==> src/assert_macros.svh <==
// assertion macros used by the text console writer back
// no dependencies
`ifndef ASSERT_MACROS_SVH
`define ASSERT_MACROS_SVH

// clocked property, disabled during reset
`define ASSERT_CLK(lbl, clk, rst, prop) \
   lbl: assert property (@(posedge clk) disable iff (rst) prop) \
      else $error("text console writer assertion failed");

// condition that must never be true
`define ASSERT_NEVER(lbl, clk, rst, cond) \
   `ASSERT_CLK(lbl, clk, rst, !(cond))

`endif

==> src/ctw_pkg.sv <==
// text console writer package: field widths, character codes, queue entry type
// no dependencies
package ctw_pkg;

   localparam int CHAR_W      = 8;
   localparam int ATTR_W      = 8;
   localparam int CELL_W      = CHAR_W + ATTR_W;
   localparam int LOC_W       = 11;
   localparam int ADDR_W      = 12;
   localparam int CSR_AW      = 3;
   localparam int CSR_DW      = 32;
   localparam int QUEUE_DEPTH = 2;
   localparam int TAB_STEP    = 8;

   localparam logic [ATTR_W-1:0] STD_ATTR   = 8'h0F;
   localparam logic [CHAR_W-1:0] BLANK_CHAR = 8'h20;

   localparam logic [CHAR_W-1:0] CHAR_BS  = 8'd8;
   localparam logic [CHAR_W-1:0] CHAR_TAB = 8'd9;
   localparam logic [CHAR_W-1:0] CHAR_LF  = 8'd10;
   localparam logic [CHAR_W-1:0] CHAR_CR  = 8'd13;

   localparam logic OP_PUT   = 1'b0;
   localparam logic OP_CLEAR = 1'b1;

   localparam logic REG_TEXT_ATTR = 1'b0;

   typedef struct packed {
      logic              do_write;
      logic              do_scroll;
      logic              do_clear;
      logic              has_result;
      logic [ADDR_W-1:0] addr;
      logic [CELL_W-1:0] cell_word;
      logic [ATTR_W-1:0] attr;
      logic [LOC_W-1:0]  location;
   } ctw_entry_type;

endpackage

==> src/text_console_writer_top.sv <==
// text console writer top level: front, queue and back
// uses ctw_pkg, ctw_front, ctw_queue, ctw_back
//
// usage
// - req channel: opcode (put or clear) and char_code, valid/stall handshake
// - rsp channel: cursor_location after each put; a clear gives no transaction
// - csr port: apb-style, register text_attribute at byte address 0
// - a put without scroll: queued, then loaded into the result register; one put
//   per cycle sustained through the two-entry queue while rsp_stall is low
// - a put that scrolls or a clear: the back sweeps the cell store, one cell a
//   cycle, with input taken until the queue fills
// - the scroll and clear sweeps use the store's one write and one read port
// - reset: cursor homed, text_attribute 0x0F, then a clearing pass blanks the
//   store while req_stall stays high; csr writes are taken during the pass
// - rsp_stall holds the result register; the queue keeps accepting puts until
//   it fills, then req_stall rises
module text_console_writer_top #(
   parameter int COLUMNS = 80,
   parameter int ROWS    = 25
) (
   input  logic                          clock,
   input  logic                          reset,
   input  logic                          req_valid,
   output logic                          req_stall,
   input  logic                          req_opcode,
   input  logic [ctw_pkg::CHAR_W-1:0]    req_char_code,
   output logic                          rsp_valid,
   input  logic                          rsp_stall,
   output logic [ctw_pkg::LOC_W-1:0]     rsp_cursor_location,
   input  logic                          csr_psel,
   input  logic                          csr_penable,
   input  logic                          csr_pwrite,
   input  logic [ctw_pkg::CSR_AW-1:0]    csr_paddr,
   input  logic [ctw_pkg::CSR_DW-1:0]    csr_pwdata,
   output logic [ctw_pkg::CSR_DW-1:0]    csr_prdata,
   output logic                          csr_pready
);

   logic                   init_busy;
   logic                   q_push;
   ctw_pkg::ctw_entry_type q_push_entry;
   logic                   q_full;
   logic                   q_pop;
   ctw_pkg::ctw_entry_type q_head;
   logic                   q_empty;

   ctw_front #(
      .COLUMNS (COLUMNS),
      .ROWS    (ROWS)
   ) u_front (
      .clock         (clock),
      .reset         (reset),
      .req_valid     (req_valid),
      .req_stall     (req_stall),
      .req_opcode    (req_opcode),
      .req_char_code (req_char_code),
      .csr_psel      (csr_psel),
      .csr_penable   (csr_penable),
      .csr_pwrite    (csr_pwrite),
      .csr_paddr     (csr_paddr),
      .csr_pwdata    (csr_pwdata),
      .csr_prdata    (csr_prdata),
      .csr_pready    (csr_pready),
      .init_busy     (init_busy),
      .q_push        (q_push),
      .q_push_entry  (q_push_entry),
      .q_full        (q_full)
   );

   ctw_queue u_queue (
      .clock      (clock),
      .reset      (reset),
      .push       (q_push),
      .push_entry (q_push_entry),
      .full       (q_full),
      .pop        (q_pop),
      .head       (q_head),
      .empty      (q_empty)
   );

   ctw_back #(
      .COLUMNS (COLUMNS),
      .ROWS    (ROWS)
   ) u_back (
      .clock               (clock),
      .reset               (reset),
      .init_busy           (init_busy),
      .q_pop               (q_pop),
      .q_head              (q_head),
      .q_empty             (q_empty),
      .rsp_valid           (rsp_valid),
      .rsp_stall           (rsp_stall),
      .rsp_cursor_location (rsp_cursor_location)
   );

endmodule

==> src/ctw_front.sv <==
// text console writer front: accepts transactions, tracks the cursor, holds the
// attribute register and csr port, and queues store operations; uses ctw_pkg
module ctw_front #(
   parameter int COLUMNS = 80,
   parameter int ROWS    = 25
) (
   input  logic                              clock,
   input  logic                              reset,
   input  logic                              req_valid,
   output logic                              req_stall,
   input  logic                              req_opcode,
   input  logic [ctw_pkg::CHAR_W-1:0]        req_char_code,
   input  logic                              csr_psel,
   input  logic                              csr_penable,
   input  logic                              csr_pwrite,
   input  logic [ctw_pkg::CSR_AW-1:0]        csr_paddr,
   input  logic [ctw_pkg::CSR_DW-1:0]        csr_pwdata,
   output logic [ctw_pkg::CSR_DW-1:0]        csr_prdata,
   output logic                              csr_pready,
   input  logic                              init_busy,
   output logic                              q_push,
   output ctw_pkg::ctw_entry_type            q_push_entry,
   input  logic                              q_full
);

   localparam int COL_W  = $clog2(COLUMNS);
   localparam int ROW_W  = (ROWS > 1) ? $clog2(ROWS) : 1;
   localparam int CALC_W = COL_W + 1;
   localparam int AW     = ctw_pkg::ADDR_W;

   logic [COL_W-1:0]              col_ff, col_in;
   logic [ROW_W-1:0]              row_ff, row_in;
   logic [ctw_pkg::ATTR_W-1:0]    attr_ff, attr_in;

   logic                          accept;
   logic                          csr_write;
   logic                          csr_hit;
   logic [CALC_W-1:0]             col_calc;
   logic                          newline;
   logic                          printable;
   logic                          wrap;
   logic                          last_row;
   logic [COL_W-1:0]              col_next;
   logic [ROW_W-1:0]              row_next;
   logic [AW-1:0]                 pos;
   logic [AW-1:0]                 loc_next;

   assign req_stall  = init_busy || q_full;
   assign accept     = req_valid && !req_stall;
   assign csr_pready = 1'b1;
   assign csr_write  = csr_psel && csr_penable && csr_pwrite && csr_pready;
   assign csr_hit    = (csr_paddr[ctw_pkg::CSR_AW-1] == ctw_pkg::REG_TEXT_ATTR);
   assign csr_prdata = csr_hit ? {{(ctw_pkg::CSR_DW - ctw_pkg::ATTR_W){1'b0}}, attr_ff}
                               : '0;

   always_comb begin
      col_calc  = CALC_W'(col_ff);
      newline   = 1'b0;
      printable = 1'b0;
      case (req_char_code)
         ctw_pkg::CHAR_CR: begin
            col_calc = '0;
         end
         ctw_pkg::CHAR_BS: begin
            if (col_ff != '0) begin
               col_calc = CALC_W'(col_ff) - CALC_W'(1);
            end
         end
         ctw_pkg::CHAR_TAB: begin
            col_calc = (CALC_W'(col_ff) + CALC_W'(ctw_pkg::TAB_STEP))
                       & ~CALC_W'(ctw_pkg::TAB_STEP - 1);
         end
         ctw_pkg::CHAR_LF: begin
            col_calc = '0;
            newline  = 1'b1;
         end
         default: begin
            col_calc  = CALC_W'(col_ff) + CALC_W'(1);
            printable = 1'b1;
         end
      endcase
   end

   assign wrap     = newline || (col_calc >= CALC_W'(COLUMNS));
   assign last_row = (row_ff == ROW_W'(ROWS - 1));
   assign col_next = wrap ? '0 : col_calc[COL_W-1:0];
   assign row_next = (wrap && !last_row) ? row_ff + ROW_W'(1) : row_ff;
   assign pos      = AW'(row_ff) * AW'(COLUMNS) + AW'(col_ff);
   assign loc_next = AW'(row_next) * AW'(COLUMNS) + AW'(col_next);

   always_comb begin
      q_push_entry = '0;
      if (req_opcode == ctw_pkg::OP_CLEAR) begin
         q_push_entry.do_clear = 1'b1;
         q_push_entry.attr     = ctw_pkg::STD_ATTR;
      end else begin
         q_push_entry.do_write   = printable;
         q_push_entry.do_scroll  = wrap && last_row;
         q_push_entry.has_result = 1'b1;
         q_push_entry.addr       = pos;
         q_push_entry.cell_word  = {attr_ff, req_char_code};
         q_push_entry.attr       = attr_ff;
         q_push_entry.location   = loc_next[ctw_pkg::LOC_W-1:0];
      end
   end

   assign q_push = accept;

   always_comb begin
      col_in  = col_ff;
      row_in  = row_ff;
      attr_in = attr_ff;
      if (accept) begin
         if (req_opcode == ctw_pkg::OP_CLEAR) begin
            col_in  = '0;
            row_in  = '0;
            attr_in = ctw_pkg::STD_ATTR;
         end else begin
            col_in = col_next;
            row_in = row_next;
         end
      end else if (csr_write && csr_hit) begin
         attr_in = csr_pwdata[ctw_pkg::ATTR_W-1:0];
      end
   end

   always_ff @(posedge clock) begin
      if (reset) begin
         col_ff  <= '0;
         row_ff  <= '0;
         attr_ff <= ctw_pkg::STD_ATTR;
      end else begin
         col_ff  <= col_in;
         row_ff  <= row_in;
         attr_ff <= attr_in;
      end
   end

endmodule

==> src/ctw_queue.sv <==
// text console writer queue between front and back
// uses ctw_pkg for the entry type and depth
module ctw_queue (
   input  logic                   clock,
   input  logic                   reset,
   input  logic                   push,
   input  ctw_pkg::ctw_entry_type push_entry,
   output logic                   full,
   input  logic                   pop,
   output ctw_pkg::ctw_entry_type head,
   output logic                   empty
);

   localparam int DEPTH = ctw_pkg::QUEUE_DEPTH;
   localparam int PTR_W = (DEPTH > 1) ? $clog2(DEPTH) : 1;
   localparam int CNT_W = $clog2(DEPTH + 1);

   ctw_pkg::ctw_entry_type entries_ff [DEPTH];
   logic [PTR_W-1:0]       wr_ptr_ff, wr_ptr_in;
   logic [PTR_W-1:0]       rd_ptr_ff, rd_ptr_in;
   logic [CNT_W-1:0]       count_ff, count_in;

   assign full  = (count_ff == CNT_W'(DEPTH));
   assign empty = (count_ff == '0);
   assign head  = entries_ff[rd_ptr_ff];

   always_comb begin
      wr_ptr_in = wr_ptr_ff;
      rd_ptr_in = rd_ptr_ff;
      count_in  = count_ff;
      if (push) begin
         wr_ptr_in = (wr_ptr_ff == PTR_W'(DEPTH - 1)) ? '0 : wr_ptr_ff + PTR_W'(1);
      end
      if (pop) begin
         rd_ptr_in = (rd_ptr_ff == PTR_W'(DEPTH - 1)) ? '0 : rd_ptr_ff + PTR_W'(1);
      end
      if (push && !pop) begin
         count_in = count_ff + CNT_W'(1);
      end else if (pop && !push) begin
         count_in = count_ff - CNT_W'(1);
      end
   end

   always_ff @(posedge clock) begin
      if (reset) begin
         wr_ptr_ff <= '0;
         rd_ptr_ff <= '0;
         count_ff  <= '0;
      end else begin
         wr_ptr_ff <= wr_ptr_in;
         rd_ptr_ff <= rd_ptr_in;
         count_ff  <= count_in;
      end
   end

   always_ff @(posedge clock) begin
      if (push) begin
         entries_ff[wr_ptr_ff] <= push_entry;
      end
   end

endmodule

==> src/ctw_back.sv <==
// text console writer back: owns the cell store, runs writes, scroll and clear
// sweeps, and the result register; uses ctw_pkg and assert_macros.svh
`include "assert_macros.svh"

module ctw_back #(
   parameter int COLUMNS = 80,
   parameter int ROWS    = 25
) (
   input  logic                        clock,
   input  logic                        reset,
   output logic                        init_busy,
   output logic                        q_pop,
   input  ctw_pkg::ctw_entry_type      q_head,
   input  logic                        q_empty,
   output logic                        rsp_valid,
   input  logic                        rsp_stall,
   output logic [ctw_pkg::LOC_W-1:0]   rsp_cursor_location
);

   localparam int CELLS       = COLUMNS * ROWS;
   localparam int SHIFT_CELLS = (ROWS - 1) * COLUMNS;
   localparam int CELL_AW     = $clog2(CELLS);

   typedef enum logic [2:0] {
      ST_IDLE   = 3'b001,
      ST_CLEAR  = 3'b010,
      ST_SCROLL = 3'b100
   } back_state_type;

   back_state_type                  state_ff, state_in;
   logic [CELL_AW-1:0]              idx_ff, idx_in;
   logic                            init_ff, init_in;
   logic [ctw_pkg::ATTR_W-1:0]      attr_ff, attr_in;
   logic                            has_res_ff, has_res_in;
   logic [ctw_pkg::LOC_W-1:0]       loc_ff, loc_in;
   logic                            rsp_valid_ff, rsp_valid_in;
   logic [ctw_pkg::LOC_W-1:0]       rsp_loc_ff, rsp_loc_in;

   logic [ctw_pkg::CELL_W-1:0]      cell_store_ff [CELLS];
   logic [ctw_pkg::CELL_W-1:0]      rd_data_ff;

   logic                            we;
   logic [CELL_AW-1:0]              wa;
   logic [ctw_pkg::CELL_W-1:0]      wd;
   logic [CELL_AW-1:0]              ra;
   logic [CELL_AW:0]                ra_ahead;
   logic                            out_free;
   logic                            last_idx;

   assign out_free  = !rsp_valid_ff || !rsp_stall;
   assign q_pop     = (state_ff == ST_IDLE) && !q_empty && out_free;
   assign last_idx  = (idx_ff == CELL_AW'(CELLS - 1));
   assign ra_ahead  = {1'b0, idx_ff} + (CELL_AW + 1)'(COLUMNS + 1);
   assign init_busy = init_ff;
   assign rsp_valid = rsp_valid_ff;
   assign rsp_cursor_location = rsp_loc_ff;

   always_comb begin
      state_in     = state_ff;
      idx_in       = idx_ff;
      init_in      = init_ff;
      attr_in      = attr_ff;
      has_res_in   = has_res_ff;
      loc_in       = loc_ff;
      rsp_valid_in = rsp_valid_ff && rsp_stall;
      rsp_loc_in   = rsp_loc_ff;
      we           = 1'b0;
      wa           = '0;
      wd           = '0;
      ra           = '0;
      case (state_ff)
         ST_IDLE: begin
            if (q_pop) begin
               attr_in    = q_head.attr;
               has_res_in = q_head.has_result;
               loc_in     = q_head.location;
               if (q_head.do_write) begin
                  we = 1'b1;
                  wa = q_head.addr[CELL_AW-1:0];
                  wd = q_head.cell_word;
               end
               if (q_head.do_clear) begin
                  state_in = ST_CLEAR;
                  idx_in   = '0;
               end else if (q_head.do_scroll) begin
                  state_in = ST_SCROLL;
                  idx_in   = '0;
                  ra       = CELL_AW'(COLUMNS);
               end else if (q_head.has_result) begin
                  rsp_valid_in = 1'b1;
                  rsp_loc_in   = q_head.location;
               end
            end
         end
         ST_CLEAR: begin
            we = 1'b1;
            wa = idx_ff;
            wd = {ctw_pkg::STD_ATTR, ctw_pkg::BLANK_CHAR};
            if (last_idx) begin
               state_in = ST_IDLE;
               init_in  = 1'b0;
            end else begin
               idx_in = idx_ff + CELL_AW'(1);
            end
         end
         ST_SCROLL: begin
            we = 1'b1;
            wa = idx_ff;
            wd = (idx_ff < CELL_AW'(SHIFT_CELLS)) ? rd_data_ff
                                                  : {attr_ff, ctw_pkg::BLANK_CHAR};
            if (ra_ahead < (CELL_AW + 1)'(CELLS)) begin
               ra = ra_ahead[CELL_AW-1:0];
            end
            if (last_idx) begin
               state_in = ST_IDLE;
               if (has_res_ff) begin
                  rsp_valid_in = 1'b1;
                  rsp_loc_in   = loc_ff;
               end
            end else begin
               idx_in = idx_ff + CELL_AW'(1);
            end
         end
         default: begin
            state_in = ST_IDLE;
         end
      endcase
   end

   always_ff @(posedge clock) begin
      if (reset) begin
         state_ff     <= ST_CLEAR;
         idx_ff       <= '0;
         init_ff      <= 1'b1;
         has_res_ff   <= 1'b0;
         rsp_valid_ff <= 1'b0;
      end else begin
         state_ff     <= state_in;
         idx_ff       <= idx_in;
         init_ff      <= init_in;
         has_res_ff   <= has_res_in;
         rsp_valid_ff <= rsp_valid_in;
      end
   end

   always_ff @(posedge clock) begin
      attr_ff    <= attr_in;
      loc_ff     <= loc_in;
      rsp_loc_ff <= rsp_loc_in;
   end

   always_ff @(posedge clock) begin
      if (we) begin
         cell_store_ff[wa] <= wd;
      end
      rd_data_ff <= cell_store_ff[ra];
   end

   `ASSERT_CLK(a_busy_out_empty, clock, reset, (state_ff != ST_IDLE) |-> !rsp_valid_ff)
   `ASSERT_CLK(a_idx_range, clock, reset, (state_ff != ST_IDLE) |-> (idx_ff <= CELL_AW'(CELLS - 1)))
   `ASSERT_CLK(a_init_in_clear, clock, reset, init_ff |-> (state_ff == ST_CLEAR))
   `ASSERT_NEVER(a_no_pop_in_init, clock, reset, init_ff && q_pop)

endmodule

==> config.mk <==
export PLATFORM = sky130hd
export DESIGN_NAME = text_console_writer_top
export DESIGN_NICKNAME = d
export VERILOG_FILES = /design/src/ctw_pkg.sv /design/src/text_console_writer_top.sv /design/src/ctw_front.sv /design/src/ctw_queue.sv /design/src/ctw_back.sv
export VERILOG_INCLUDE_DIRS = /design/src /design/src/src
export SDC_FILE = /design/constraint.sdc
export NUM_CORES = 1
export LEC_CHECK = 0
export BUFFER_PORTS_ARGS = -buffer_cell sky130_fd_sc_hd__buf_2
export CAP_MARGIN = 20
export CELL_PAD_IN_SITES_DETAIL_PLACEMENT = 0
export CELL_PAD_IN_SITES_GLOBAL_PLACEMENT = 1
export CORE_MARGIN = 4
export CORE_UTILIZATION = 40
export CTS_BUF_LIST = sky130_fd_sc_hd__clkbuf_16
export CTS_CLUSTER_SIZE = 10
export DETAILED_ROUTE_END_ITERATION = 8
export GPL_ROUTABILITY_DRIVEN = 1
export PLACE_DENSITY_LB_ADDON = 0.12
export SKIP_CTS_REPAIR_TIMING = 1
export SLEW_MARGIN = 10
export SYNTH_ARGS = -nofsm -noshare
export SYNTH_HDL_FRONTEND = slang
export SYNTH_SLANG_ARGS = --single-unit
==> constraint.sdc <==
create_clock -name clock -period 9.7 [get_ports clock]
set_clock_uncertainty 0.2 [all_clocks]
set_input_delay 0.485 -clock clock [delete_from_list [all_inputs] [get_ports clock]]
set_output_delay 0.485 -clock clock [all_outputs]
set_load 0.005 [all_outputs]
==> impl_summary.md, run 1 <==
STA
Hold timing on the final database bottoms out at a slack of between 0.15 and 0.2 ns. Setup total negative slack on the finished layout was measured at 0 ns. The fmax is approximately 0.19 GHz. Setup violations remaining at the end of the flow were counted as 0. Setup repair after global routing left no endpoint under its margin. The final max-slew violation count is 0. The share of the cycle needed by the critical path after routing is about 54%. The pin slew with the least headroom to its limit is ~0.73 ns. The time the worst path needs with I/O delays and setup is ~5.2 ns. The final-report hold violation count is 0. The worst pin sits at a relative slew slack of about half.

Setup path
The kind of critical path is flip-flop to flip-flop. The delay of the slowest critical-path stage is between 0.6 and 0.7 ns. Traced cell by cell, the critical path runs through inv_1, ha_1, or3b_2, nand3b_1, nand2_1, o311ai_0, o21ai_2, a21oi_2, nand2_1, xnor2_1, ha_1, ha_1, inv_1, fa_1, or2_2, nor2_1, a21oi_1, or3_1, a21oi_1.

The most numerous cell type found on the critical path is sky130_fd_sc_hd__ha_1. The arrival time at the worst endpoint is between 5 and 6 ns. The required time at the endpoint of the critical path is 9.66 ns.

On the critical path, the stage with the largest delay is an instance of sky130_fd_sc_hd__o311ai_0. On the critical path the largest part of the delay comes from simple AND/OR/NAND/NOR gates. The highest fanout seen on the critical path is 8. The worst setup path is launched from a flip-flop.

The buffers plus inverters on the worst setup path is 2. The element type at the critical path end is a flip-flop.

Placed design
The count of placed standard cells including taps is slightly below 700. The HPWL after detailed placement is approximately 7300 um. Buffers placed on the I/O ports in this run total 45. The placer's final routability congestion estimate is about 0.81.

Synth
The count of cell types in the netlist is 74. The portion of the post-synthesis area used by sequential elements is roughly 47%. The number of synthesized flops with an enable pin is 50. The leading area contributor after synthesis is sky130_fd_sc_hd__edfxtp_1.

Yosys attributes the largest share of cell area to sky130_fd_sc_hd__edfxtp_1 (30%), sky130_fd_sc_hd__dfxtp_1 (17%), sky130_fd_sc_hd__mux2_2 (5.4%). Averaged over all synthesized cells, the footprint is between 10 and 15 um^2. The most used flip-flop cell after synthesis is sky130_fd_sc_hd__edfxtp_1. After synthesis, the share of flip-flops with an asynchronous set or reset is 0%. After synthesis the netlist holds a flip-flop and latch count of roughly 90. Yosys instantiated no cell more often than sky130_fd_sc_hd__edfxtp_1. The Yosys step of the flow raised 0 warnings. The top cell type by area accounts for approximately 30% of the synthesized area. The area of the mapped netlist is approximately 5000 um^2.

The cell count after synthesis is 481. After synthesis, the most frequently instantiated cells are sky130_fd_sc_hd__edfxtp_1 (50), sky130_fd_sc_hd__nor2_1 (43), sky130_fd_sc_hd__dfxtp_1 (42), sky130_fd_sc_hd__buf_4 (25), sky130_fd_sc_hd__mux2_2 (24).

Floorplan
The initial core utilization is 41.34%. The die is ~120 um wide. The floorplan step defined a die boundary enclosing 14,430 um^2. The initialized floorplan defines 40 standard-cell rows. The number of placed I/O pins is between 90 and 100. The region available for standard cell placement spans ~12,000 um^2. In this run the vertical extent of the chip is approximately 120 um.

GRT
The first-pass GRT wire length is approximately 16,000 um. The maximum number of pins on one net before global-route repair is 39. The number of antenna violations at the first check in global routing came to 0. The total overflow left after global routing is 0.

The overall track demand over capacity in global routing is between 10 and 15%. The via count of the first global-routing pass came to around 3,200.

Clock network
The tree is rooted in a sky130_fd_sc_hd__clkbuf_16. The clock tree from TritonCTS is built. The later pin in the worst-skew pair is clocked with a latency of between 0.3 and 0.4 ns. The CTS buffer count is 9. The number of H-tree branching levels is 3. The worst-case clock buffer depth is 2. After clock tree synthesis, the clock-pin slew on the worst setup and hold paths is ~0.070 ns.

The clock sink count is between 90 and 100.

Route
The count of routing violations after the opening detailed-route iteration is between 150 and 200. The first detailed-routing pass took 4 iterations. Wires add up to approximately 10000 um. In the routed layout, each cell is associated on average with a via count of 5.184. The count of vias placed by the detailed router is around 3,600. The number of remaining DRC errors is 0.

The routed wire length per instance is around 14 um. The detail route stage leaves a number of antenna-violating nets equal to 0.

Pwr
Power spread over the standard cell area amounts to approximately 140 nW/um^2. The fraction of power consumed by sequential logic is between 50% and 60%. The internal portion of the total power is 0.5939 mW. The clock network is responsible for a little over two fifths of the overall power.

The switching share of power is a little over a fifth. The leakage power total is 2.098 nW. The analysis attributes to net switching a power of about 0.17 mW.

The share of total power in combinational logic is between 4 and 5%. The peak supply drop is between 0.07 and 0.08 mV.

Flow run
The reported max-cap violation count is 0.

Cells and area
The number of antenna diodes in the final layout is 0. The number of fill cells in the layout is around 1,200. The non-filler instance count after layout is 695. For this run, the post-layout net count is 592. The synthesis-to-layout area growth is 11.08%. In the final layout, the share of cells above drive strength 1 is roughly a fifth.

Status
The flow ran to the end, and the final reports show no timing, DRC or antenna violations.

Hold path
The worst hold path belongs to the class primary input to flip-flop.
-- cells by family after synthesis --
kind of cell               synth area share (%)
AOI/OAI and AO/OA                         14.76
buffers and inverters                     6.296
DFF                                       46.59
xor gates and xnor gates                  3.659
adders and majority gates                 5.027
muxes                                     5.774
and+or+nand+nor                           17.75
other                                    0.1494
-- power groups by stage --
stage,clock network [mW],logic [mW],registers [mW]
floorplan,0,0.0267,0.420
global route,0.341,0.0356,0.412
detailed placement,0,0.0313,0.421
finish,0.317,0.0313,0.412
global placement,0,0.0306,0.421
CTS,0.324,0.0314,0.412
-- area by class of cell --
cell class | instances | area (um^2) | share of cell area (%)
inverters | 16 | 60.06 | 1.076
flip-flops and latches | 92 | 2342 | 41.94
well taps | 168 | 210.2 | 3.764
repair buffers | 48 | 247.7 | 4.436
clock buffers | 9 | 225.2 | 4.033
multi-input cells | 355 | 2455 | 43.96
clock inverters | 7 | 43.79 | 0.7842
-- path summary, 6_finish.rpt --
path | start | end | slack, ns | cells after the start
max reg2reg | u_front.col_ff[0] | u_queue.entries_ff[1][10] | 4.49 | 19
min | csr_pwdata[1] | u_front.attr_ff[1] | 0.18 | 3
min reg2reg | u_back.init_busy | u_back.init_busy | 0.26 | 1
max | u_front.col_ff[0] | u_queue.entries_ff[1][10] | 4.49 | 19
-- worst register-to-register path, stage by stage (launching register included) --
cell,delay (ns)
sky130_fd_sc_hd__dfxtp_1,0.45
sky130_fd_sc_hd__inv_1,0.07
sky130_fd_sc_hd__ha_1,0.24
sky130_fd_sc_hd__or3b_2,0.24
sky130_fd_sc_hd__nand3b_1,0.22
sky130_fd_sc_hd__nand2_1,0.20
sky130_fd_sc_hd__o311ai_0,0.61
sky130_fd_sc_hd__o21ai_2,0.16
sky130_fd_sc_hd__a21oi_2,0.38
sky130_fd_sc_hd__nand2_1,0.12
sky130_fd_sc_hd__xnor2_1,0.23
sky130_fd_sc_hd__ha_1,0.19
sky130_fd_sc_hd__ha_1,0.17
sky130_fd_sc_hd__inv_1,0.06
sky130_fd_sc_hd__fa_1,0.47
sky130_fd_sc_hd__or2_2,0.33
sky130_fd_sc_hd__nor2_1,0.10
sky130_fd_sc_hd__a21oi_1,0.09
sky130_fd_sc_hd__or3_1,0.32
sky130_fd_sc_hd__a21oi_1,0.20
-- sequential cells by signal, indices dropped and copies added (netlist names), 2 cells and up, named ones only --
register and flops:
u_back.rsp_cursor_location 11, u_front.col_ff 7, u_back.state_ff 3, u_back.loc_ff 11, u_back.idx_ff 11, u_queue.count_ff 2, u_front.attr_ff 8, u_front.row_ff 5
u_queue.entries_ff 28
-- layout by cell type, fill, tap and decap left out, types with 3 or more instances in the layout --
cell | netlist | final
sky130_fd_sc_hd__a21o_1 | 6 | 6
sky130_fd_sc_hd__a21oi_1 | 18 | 18
sky130_fd_sc_hd__a221o_1 | 3 | 3
sky130_fd_sc_hd__a22oi_1 | 7 | 7
sky130_fd_sc_hd__a31oi_1 | 7 | 7
sky130_fd_sc_hd__and3_1 | 6 | 6
sky130_fd_sc_hd__buf_2 | 1 | 45
sky130_fd_sc_hd__buf_4 | 25 | 3
sky130_fd_sc_hd__clkbuf_16 | 0 | 9
sky130_fd_sc_hd__conb_1 | 2 | 25
sky130_fd_sc_hd__dfxtp_1 | 42 | 42
sky130_fd_sc_hd__edfxtp_1 | 50 | 50
sky130_fd_sc_hd__ha_1 | 17 | 17
sky130_fd_sc_hd__inv_1 | 15 | 17
sky130_fd_sc_hd__mux2_2 | 24 | 24
sky130_fd_sc_hd__nand2_1 | 23 | 23
sky130_fd_sc_hd__nand2b_1 | 8 | 8
sky130_fd_sc_hd__nand3_1 | 14 | 14
sky130_fd_sc_hd__nand4_1 | 3 | 3
sky130_fd_sc_hd__nand4b_1 | 3 | 3
sky130_fd_sc_hd__nor2_1 | 43 | 43
sky130_fd_sc_hd__nor2b_1 | 15 | 15
sky130_fd_sc_hd__nor3_1 | 9 | 9
sky130_fd_sc_hd__nor3b_1 | 5 | 5
sky130_fd_sc_hd__nor4_1 | 4 | 4
sky130_fd_sc_hd__o2111ai_1 | 3 | 3
sky130_fd_sc_hd__o211ai_1 | 4 | 4
sky130_fd_sc_hd__o21ai_0 | 15 | 15
sky130_fd_sc_hd__o22ai_1 | 7 | 7
sky130_fd_sc_hd__or2_2 | 5 | 5
sky130_fd_sc_hd__or3_1 | 9 | 9
sky130_fd_sc_hd__xnor2_1 | 13 | 13
sky130_fd_sc_hd__xor2_1 | 8 | 8
-- stage by stage --
stage	power, mW	setup WS (ns)	cell area, um^2	util (%)
after global placement	0.4511	4.178	5308	43.64
after CTS	0.7676	4.480	5584	45.92
after global routing	0.7887	4.091	5584	45.92
after floorplan	0.4468	4.819	5114	-
after detailed placement	0.4521	4.148	5315	43.70
final	0.7603	4.490	5584	45.92
-- per-layer routing --
metal / track usage (%) / wire length, um / vias to the layer above
met5: 0 / 0 / -
met3: 3.252 / 460 / 5
li1: - / - / 1811
met4: 3.006 / 62 / 0
met2: 22.66 / 4738 / 81
met1: 19.09 / 4731 / 1706
Power figures use the tool's default switching activity.
==> run 2, diff against run 1 <==
==> constraint.sdc (replaced) <==
create_clock -name clock -period 5.1 [get_ports clock]
set_clock_uncertainty 0.2 [all_clocks]
set_input_delay 0.255 -clock clock [delete_from_list [all_inputs] [get_ports clock]]
set_output_delay 0.255 -clock clock [all_outputs]
set_load 0.005 [all_outputs]
==> impl_summary.md, run 2 (synthesized netlist as in run 1, its figures left out) <==
Route
The count of vias placed by the detailed router is 3,664 (was 3,603). The number of remaining DRC errors was 0 (unchanged). The count of routing violations after the opening detailed-route iteration is 261 (was 157). The number of vias per cell after detailed routing is 5.146 (was 5.184).

The number of nets still failing antenna checks after routing is 0 (unchanged). The iteration count of the initial detailed-routing pass was 4 (unchanged). The final wirelength was 10,090 um (was 9993 um).

The routed wire length per instance is 14.17 um (was 14.38 um).

Hold path
The worst hold path depth was 3 (unchanged). The start point of the worst hold path is rsp_stall (was csr_pwdata[1]). The path type of the worst min-delay path is primary input to flip-flop (unchanged).

The terminating pin of the worst hold path is u_back.rsp_valid (was u_front.attr_ff[1]).

Floorplan
The chip height is 120.1 um (unchanged). The die outline width is 120.1 um (unchanged). The placeable core region is 12,160 um^2 (unchanged). The area of the die is 14,430 um^2 (unchanged). The number of placement rows is 40 (unchanged). The number of placed I/O pins is 97 (unchanged).

The initial core utilization was 41.34% (unchanged).

Pwr
The net switching power of the design came to 0.3353 mW (was 0.1664 mW). The share of total power in combinational logic is 4.3% (was 4.1%). The part of the total power dissipated in the clock network was 44.5% (was 41.7%).

The internal power contribution is 1.193 mW (was 0.5939 mW). The switching share of power is 21.94% (was 21.88%). The fraction of power consumed by sequential logic is 51.3% (was 54.2%). The peak supply drop is 0.1622 mV (was 0.07658 mV). The leakage power total was 2.181 nW (was 2.098 nW). The power density of the placed cells is 264.7 nW/um^2 (was 136.2 nW/um^2).

Placed design
The count of placed standard cells including taps is 688 (was 679). The cell area after placement is 5383 um^2 (was 5315 um^2). The placed wire-length estimate after detailed placement came to 7238 um (was 7326 um). The placer's final routability congestion estimate is 0.8040 (was 0.8120). The count of input and output buffers is 45 (unchanged).

STA
The final max-slew violation count is 0 (unchanged). The share of the cycle needed by the critical path after routing is 92.17% (was 53.71%). The final-report hold violation count is 0 (unchanged). The pin slew with the least headroom to its limit is 0.7374 ns (was 0.7324 ns). The worst slack on hold paths is 0.03413 ns (was 0.1836 ns). The aggregate negative setup slack is 0 ns (unchanged). The fmax is 0.2127 GHz (was 0.1919 GHz). The count of endpoints failing setup in the final report is 0 (unchanged). The time the worst path needs with I/O delays and setup is 4.701 ns (was 5.210 ns). The worst max-slew margin expressed relative to the limit was 50.46% (was 50.80%). Unrepaired setup endpoints after global routing: no (unchanged).

Cells and area
The fraction of the core area covered by cells at the end of the flow is 47.46% (was 45.92%). The most common cell after layout, fill and taps aside is sky130_fd_sc_hd__edfxtp_1 (unchanged). The synthesis-to-layout area growth is 14.81% (was 11.08%). The design area is 5772 um^2 (was 5584 um^2).

The register with the highest flop count is u_queue.entries_ff (unchanged). The antenna cell count is 0 (unchanged). Commonest cells after routing, fill and taps aside: sky130_fd_sc_hd__edfxtp_1 (50), sky130_fd_sc_hd__buf_2 (45), sky130_fd_sc_hd__nor2_1 (43) (unchanged). The number of flip-flops under the largest register name came to 28 (unchanged). The final net count is 609 (was 592).

The share of cells above drive strength 1 is 22.24% (was 21.06%). The non-filler instance count after layout came to 712 (was 695). The number of fill cells in the layout came to 1,162 (was 1,154).

GRT
The overall track demand over capacity in global routing is 14.06% (was 13.98%). The maximum number of pins on one net before global-route repair is 39 (unchanged). The via count of the first global-routing pass came to 3,346 (was 3,239).

The number of antenna violations at the first check in global routing is 0 (unchanged). The total congestion overflow came to 0 (unchanged). The first-pass GRT wire length is 16,420 um (was 16,460 um).

Clock network
The root buffer cell was sky130_fd_sc_hd__clkbuf_16 (unchanged). The clock sink count is 92 (unchanged). The number of H-tree branching levels is 3 (unchanged). The post-CTS clock slew at the launch and capture registers of the worst setup and hold paths is 0.07 ns (about the same). The clock latency reported for the late side of the worst-skew pair came to 0.34 ns (was 0.33 ns). The CTS buffer count is 9 (unchanged).

The clock tree from TritonCTS was built (unchanged). The worst-case clock buffer depth is 2 (unchanged).

Setup path
The slowest stage cell on the critical path is sky130_fd_sc_hd__or3b_2 (was sky130_fd_sc_hd__o311ai_0). The arrival time at the worst endpoint was 4.68 ns (was 5.17 ns). The element type at the critical path end is a flip-flop (unchanged).

The capture instance of the worst register-to-register path is u_queue.entries_ff[1][10] (unchanged). The worst reg-to-reg path cell count was 19 (unchanged). The buffers plus inverters on the worst setup path is 3 (was 2). The family with the most delay on the worst path is simple AND/OR/NAND/NOR gates (unchanged).

Critical-path cell list: inv_1, ha_1, or3b_2, and2_1, o21ai_0, o311ai_0, buf_4, o21a_1, o211ai_1, o2bb2ai_1, xnor2_1, ha_1, inv_1, fa_1, or2_2, nor2_1, a21oi_1, or3_1, a21oi_1 (was inv_1, ha_1, or3b_2, nand3b_1, nand2_1, o311ai_0, o21ai_2, a21oi_2, nand2_1, xnor2_1, ha_1, ha_1, inv_1, fa_1, or2_2, nor2_1, a21oi_1, or3_1, a21oi_1). The highest fanout seen on the critical path is 8 (unchanged). The kind of critical path is flip-flop to flip-flop (unchanged). The startpoint of the most critical register-to-register path was u_front.col_ff[0] (unchanged). The setup slack on the worst flop-to-flop path came to 0.40 ns (was 4.49 ns). The kind of launch point of the worst setup path is a flip-flop (unchanged).

The required time at the endpoint of the critical path came to 5.08 ns (was 9.66 ns). The delay of the slowest critical-path stage is 0.50 ns (was 0.61 ns).

Flow run
The reported max-cap violation count is 0 (unchanged).

Status
Status: complete, no violations (unchanged).
==> run 2: worst register-to-register path, stage by stage (launching register included) <==
cell and delay (ns):
sky130_fd_sc_hd__dfxtp_1 0.37, sky130_fd_sc_hd__inv_1 0.08, sky130_fd_sc_hd__ha_1 0.20, sky130_fd_sc_hd__or3b_2 0.50, sky130_fd_sc_hd__and2_1 0.17, sky130_fd_sc_hd__o21ai_0 0.18
sky130_fd_sc_hd__o311ai_0 0.16, sky130_fd_sc_hd__buf_4 0.18, sky130_fd_sc_hd__o21a_1 0.22, sky130_fd_sc_hd__o211ai_1 0.24, sky130_fd_sc_hd__o2bb2ai_1 0.17, sky130_fd_sc_hd__xnor2_1 0.15
sky130_fd_sc_hd__ha_1 0.20, sky130_fd_sc_hd__inv_1 0.06, sky130_fd_sc_hd__fa_1 0.48, sky130_fd_sc_hd__or2_2 0.34, sky130_fd_sc_hd__nor2_1 0.09, sky130_fd_sc_hd__a21oi_1 0.09
sky130_fd_sc_hd__or3_1 0.31, sky130_fd_sc_hd__a21oi_1 0.19
==> run 2: through the flow <==
stage	setup WS (ns)	power, mW
after CTS	0.3915	1.544
final	0.3993	1.528
after floorplan	0.4491	0.8499
after global placement	0.1592	0.8596
after global routing	0.03048	1.592
after detailed placement	0.1001	0.8606
==> run 2: final cells by class <==
class                   instances  area [um^2]  share of cell area, %
flip-flops and latches         92         2342                  40.58
inverters                      16        60.06                  1.041
multi-input cells             355         2455                  42.53
repair buffers                 65        395.4                  6.850
clock inverters                 7        83.83                  1.452
well taps                     168        210.2                  3.642
clock buffers                   9        225.2                  3.902
==> run 2: how the worst max path moves through the flow <==
| stage | start | end | slack, ns | cells past startpoint |
|---|---|---|---|---|
| after detailed placement | req_char_code[4] | u_queue.entries_ff[0][10] | 0.10 | 15 |
| after global routing | u_front.col_ff[3] | u_queue.entries_ff[1][10] | 0.03 | 18 |
| after CTS | u_front.col_ff[0] | u_queue.entries_ff[1][10] | 0.39 | 19 |
| final | u_front.col_ff[0] | u_queue.entries_ff[1][10] | 0.40 | 19 |
| after floorplan | req_char_code[4] | u_queue.entries_ff[0][10] | 0.45 | 18 |
| after global placement | req_char_code[4] | u_queue.entries_ff[0][10] | 0.16 | 15 |
==> run 2: routing by layer <==
layer | up-vias | track usage [%] | wire (um)
met5 | - | 0 | 0
met3 | 8 | 3.534 | 446
li1 | 1849 | - | -
met2 | 76 | 23.39 | 4904
met4 | 0 | 4.295 | 94
met1 | 1731 | 17.99 | 4643
==> run 2: power by group through the flow <==
| stage | combinational (mW) | sequential, mW | clock [mW] |
|---|---|---|---|
| after global placement | 0.0598 | 0.800 | 0 |
| after floorplan | 0.0508 | 0.799 | 0 |
| after detailed placement | 0.0605 | 0.800 | 0 |
| final | 0.0651 | 0.783 | 0.679 |
| after global routing | 0.0738 | 0.784 | 0.735 |
| after CTS | 0.0606 | 0.783 | 0.700 |
==> run 3, diff against run 2 <==
--- a/config.mk
+++ b/config.mk
@@ -21,4 +21,5 @@
 export SLEW_MARGIN = 10
 export SYNTH_ARGS = -nofsm -noshare
 export SYNTH_HDL_FRONTEND = slang
+export SYNTH_HIERARCHICAL = 1
 export SYNTH_SLANG_ARGS = --single-unit
==> impl_summary.md, run 3 <==
Status
Status: complete, but fails checks (was complete, no violations). The checks that failed: negative hold slack.

STA
The count of endpoints failing setup in the final report was 0 (unchanged). The worst max-slew margin expressed relative to the limit is 28.32% (was 50.46%). The pin slew with the least headroom to its limit came to 1.075 ns (was 0.7374 ns). The time the worst path needs with I/O delays and setup is 4.865 ns (was 4.701 ns). The fmax is 0.2056 GHz (was 0.2127 GHz). The worst slack on hold paths is -0.02619 ns (was 0.03413 ns).

The share of the cycle needed by the critical path after routing was 95.38% (was 92.17%). The final max-slew violation count came to 0 (unchanged). The post-layout worst setup margin is 0.2354 ns (was 0.3993 ns). The final-report hold violation count is 2 (was 0).

Flow run
The reported max-cap violation count came to 0 (unchanged).

Route
The routed wire length per instance is 14.14 um (was 14.17 um). The number of nets still failing antenna checks after routing is 0 (unchanged). The count of routing violations after the opening detailed-route iteration is 217 (was 261). The count of vias placed by the detailed router came to 3,797 (was 3,664). The final wirelength is 10,580 um (was 10,090 um).

The iteration count of the initial detailed-routing pass was 5 (was 4). The number of vias per cell after detailed routing is 5.076 (was 5.146). The number of remaining DRC errors came to 0 (unchanged).

Pwr
The power density of the placed cells was 259.9 nW/um^2 (was 264.7 nW/um^2). The peak supply drop was 0.1596 mV (was 0.1622 mV). The leakage power total is 2.301 nW (was 2.181 nW). The sum of internal, switching and leakage power was 1.560 mW (was 1.528 mW).

Cells and area
Commonest cells after routing, fill and taps aside: sky130_fd_sc_hd__nor2_1 (53), sky130_fd_sc_hd__edfxtp_1 (50), sky130_fd_sc_hd__buf_2 (45) (was sky130_fd_sc_hd__edfxtp_1 (50), sky130_fd_sc_hd__buf_2 (45), sky130_fd_sc_hd__nor2_1 (43)). The design area is 6002 um^2 (was 5772 um^2). The number of flip-flops under the largest register name is 28 (unchanged). The final net count is 641 (was 609). The synthesis-to-layout area growth is 14.16% (was 14.81%). The non-filler instance count after layout was 748 (was 712). The share of cells above drive strength 1 is 23.96% (was 22.24%). The register with the highest flop count was u_queue/entries_ff (was u_queue.entries_ff). The antenna cell count came to 0 (unchanged).

The most common cell after layout, fill and taps aside is sky130_fd_sc_hd__nor2_1 (was sky130_fd_sc_hd__edfxtp_1).

Hold path
The path type of the worst min-delay path is primary input to flip-flop (unchanged). The start point of the worst hold path is csr_pwdata[6] (was rsp_stall).

Clock network
The clock latency reported for the late side of the worst-skew pair came to 0.35 ns (was 0.34 ns). The post-CTS clock slew at the launch and capture registers of the worst setup and hold paths is 0.07 ns (about the same). The clock tree from TritonCTS is built (unchanged). The worst-case clock buffer depth is 2 (unchanged). The root buffer cell is sky130_fd_sc_hd__clkbuf_16 (unchanged). The CTS buffer count came to 9 (unchanged).

The number of H-tree branching levels came to 3 (unchanged). The clock sink count was 92 (unchanged).

Setup path
The slowest stage cell on the critical path is sky130_fd_sc_hd__fa_1 (was sky130_fd_sc_hd__or3b_2). The startpoint of the most critical register-to-register path is u_front/col_ff[1] (was u_front.col_ff[0]). The kind of launch point of the worst setup path is a flip-flop (unchanged).

The delay of the slowest critical-path stage came to 0.52 ns (was 0.50 ns). The required time at the endpoint of the critical path is 5.07 ns (was 5.08 ns). Critical-path cell list: inv_1, ha_1, or4b_4, o211ai_1, buf_4, o2111ai_1, o221ai_2, nand3_1, and4_4, or2_2, ha_1, inv_1, fa_1, nor2_2, o21ai_0, o221a_2, or3_1, a21oi_1 (was inv_1, ha_1, or3b_2, and2_1, o21ai_0, o311ai_0, buf_4, o21a_1, o211ai_1, o2bb2ai_1, xnor2_1, ha_1, inv_1, fa_1, or2_2, nor2_1, a21oi_1, or3_1, a21oi_1). The element type at the critical path end is a flip-flop (unchanged).

The kind of critical path was flip-flop to flip-flop (unchanged). The arrival time at the worst endpoint is 4.84 ns (was 4.68 ns). The origin of the worst setup path is u_front/col_ff[1] (was u_front.col_ff[0]). The highest fanout seen on the critical path is 4 (was 8).

Placed design
The count of input and output buffers is 45 (unchanged). The placed wire-length estimate after detailed placement came to 7649 um (was 7238 um). The count of placed standard cells including taps is 719 (was 688).

The setup slack after placement is 0.2129 ns (was 0.1001 ns). The placer's final routability congestion estimate was 0.8124 (was 0.8040). The cell area after placement is 5578 um^2 (was 5383 um^2).

GRT
The first-pass GRT wire length is 17,530 um (was 16,420 um). The total congestion overflow is 0 (unchanged). The overall track demand over capacity in global routing is 14.62% (was 14.06%). The maximum number of pins on one net before global-route repair was 40 (was 39). The number of antenna violations at the first check in global routing is 0 (unchanged).

The via count of the first global-routing pass is 3,599 (was 3,346).

Synth
The cell count after synthesis is 513 (was 481). The area of the mapped netlist is 5258 um^2 (was 5027 um^2). The synthesized area per cell is 10.25 um^2 (was 10.45 um^2). The number of warning messages in the yosys log is 6 (was 0).

Floorplan
The die outline width is 122.6 um (was 120.1 um). The number of placement rows came to 41 (was 40). The number of placed I/O pins is 97 (unchanged). The placeable core region was 12,720 um^2 (was 12,160 um^2). The area of the die is 15,040 um^2 (was 14,430 um^2). The initial core utilization is 41.33% (was 41.34%).

The chip height came to 122.6 um (was 120.1 um).
[run 3: worst paths after layout]
kind / endpoint / slack (ns) / cells after the start
min: u_front/attr_ff[6] / -0.03 / 3
max reg2reg: u_queue/entries_ff[0][10] / 0.24 / 18
max: u_queue/entries_ff[0][10] / 0.24 / 18
min reg2reg: u_back/init_busy / 0.25 / 1
[run 3: worst max-delay path: cells and delay by family (launching register included)]
kind,cells,cell delay [ns]
compound gates,6,1.16
buf+inv,3,0.31
simple gates,6,1.65
flops,1,0.32
fa+ha+maj,3,1.05
[run 3: through the flow]
stage	util, %	setup TNS [ns]
after floorplan	-	0
after global placement	43.84	0
after detailed placement	43.84	0
after CTS	46.24	0
after global routing	47.18	-0.03713
final	47.18	0
[run 3: cell type report]
type                            instances  area (um^2)
Clock buffer                            9        225.2
Timing Repair Buffer                   72        442.9
Tap cell                              172        215.2
Inverter                               25        93.84
Fill cell                            1219         6720
Clock inverter                          7        80.08
Sequential cell                        92         2342
Multi-Input combinational cell        371         2603
[run 3: metal layers]
layer,global-route usage (%),part of all wire (%),vias up
li1,-,-,1940
met1,19.75,48,1768
met2,23.22,46,79
met3,3.502,3.9,10
met4,4.549,1.3,0
met5,0,0,-
[run 3: report_power, final]
group	total, mW	internal [mW]	switching, mW
combinational	0.0810	0.0321	0.0489
clock	0.685	0.387	0.298
sequential	0.794	0.784	0.0100
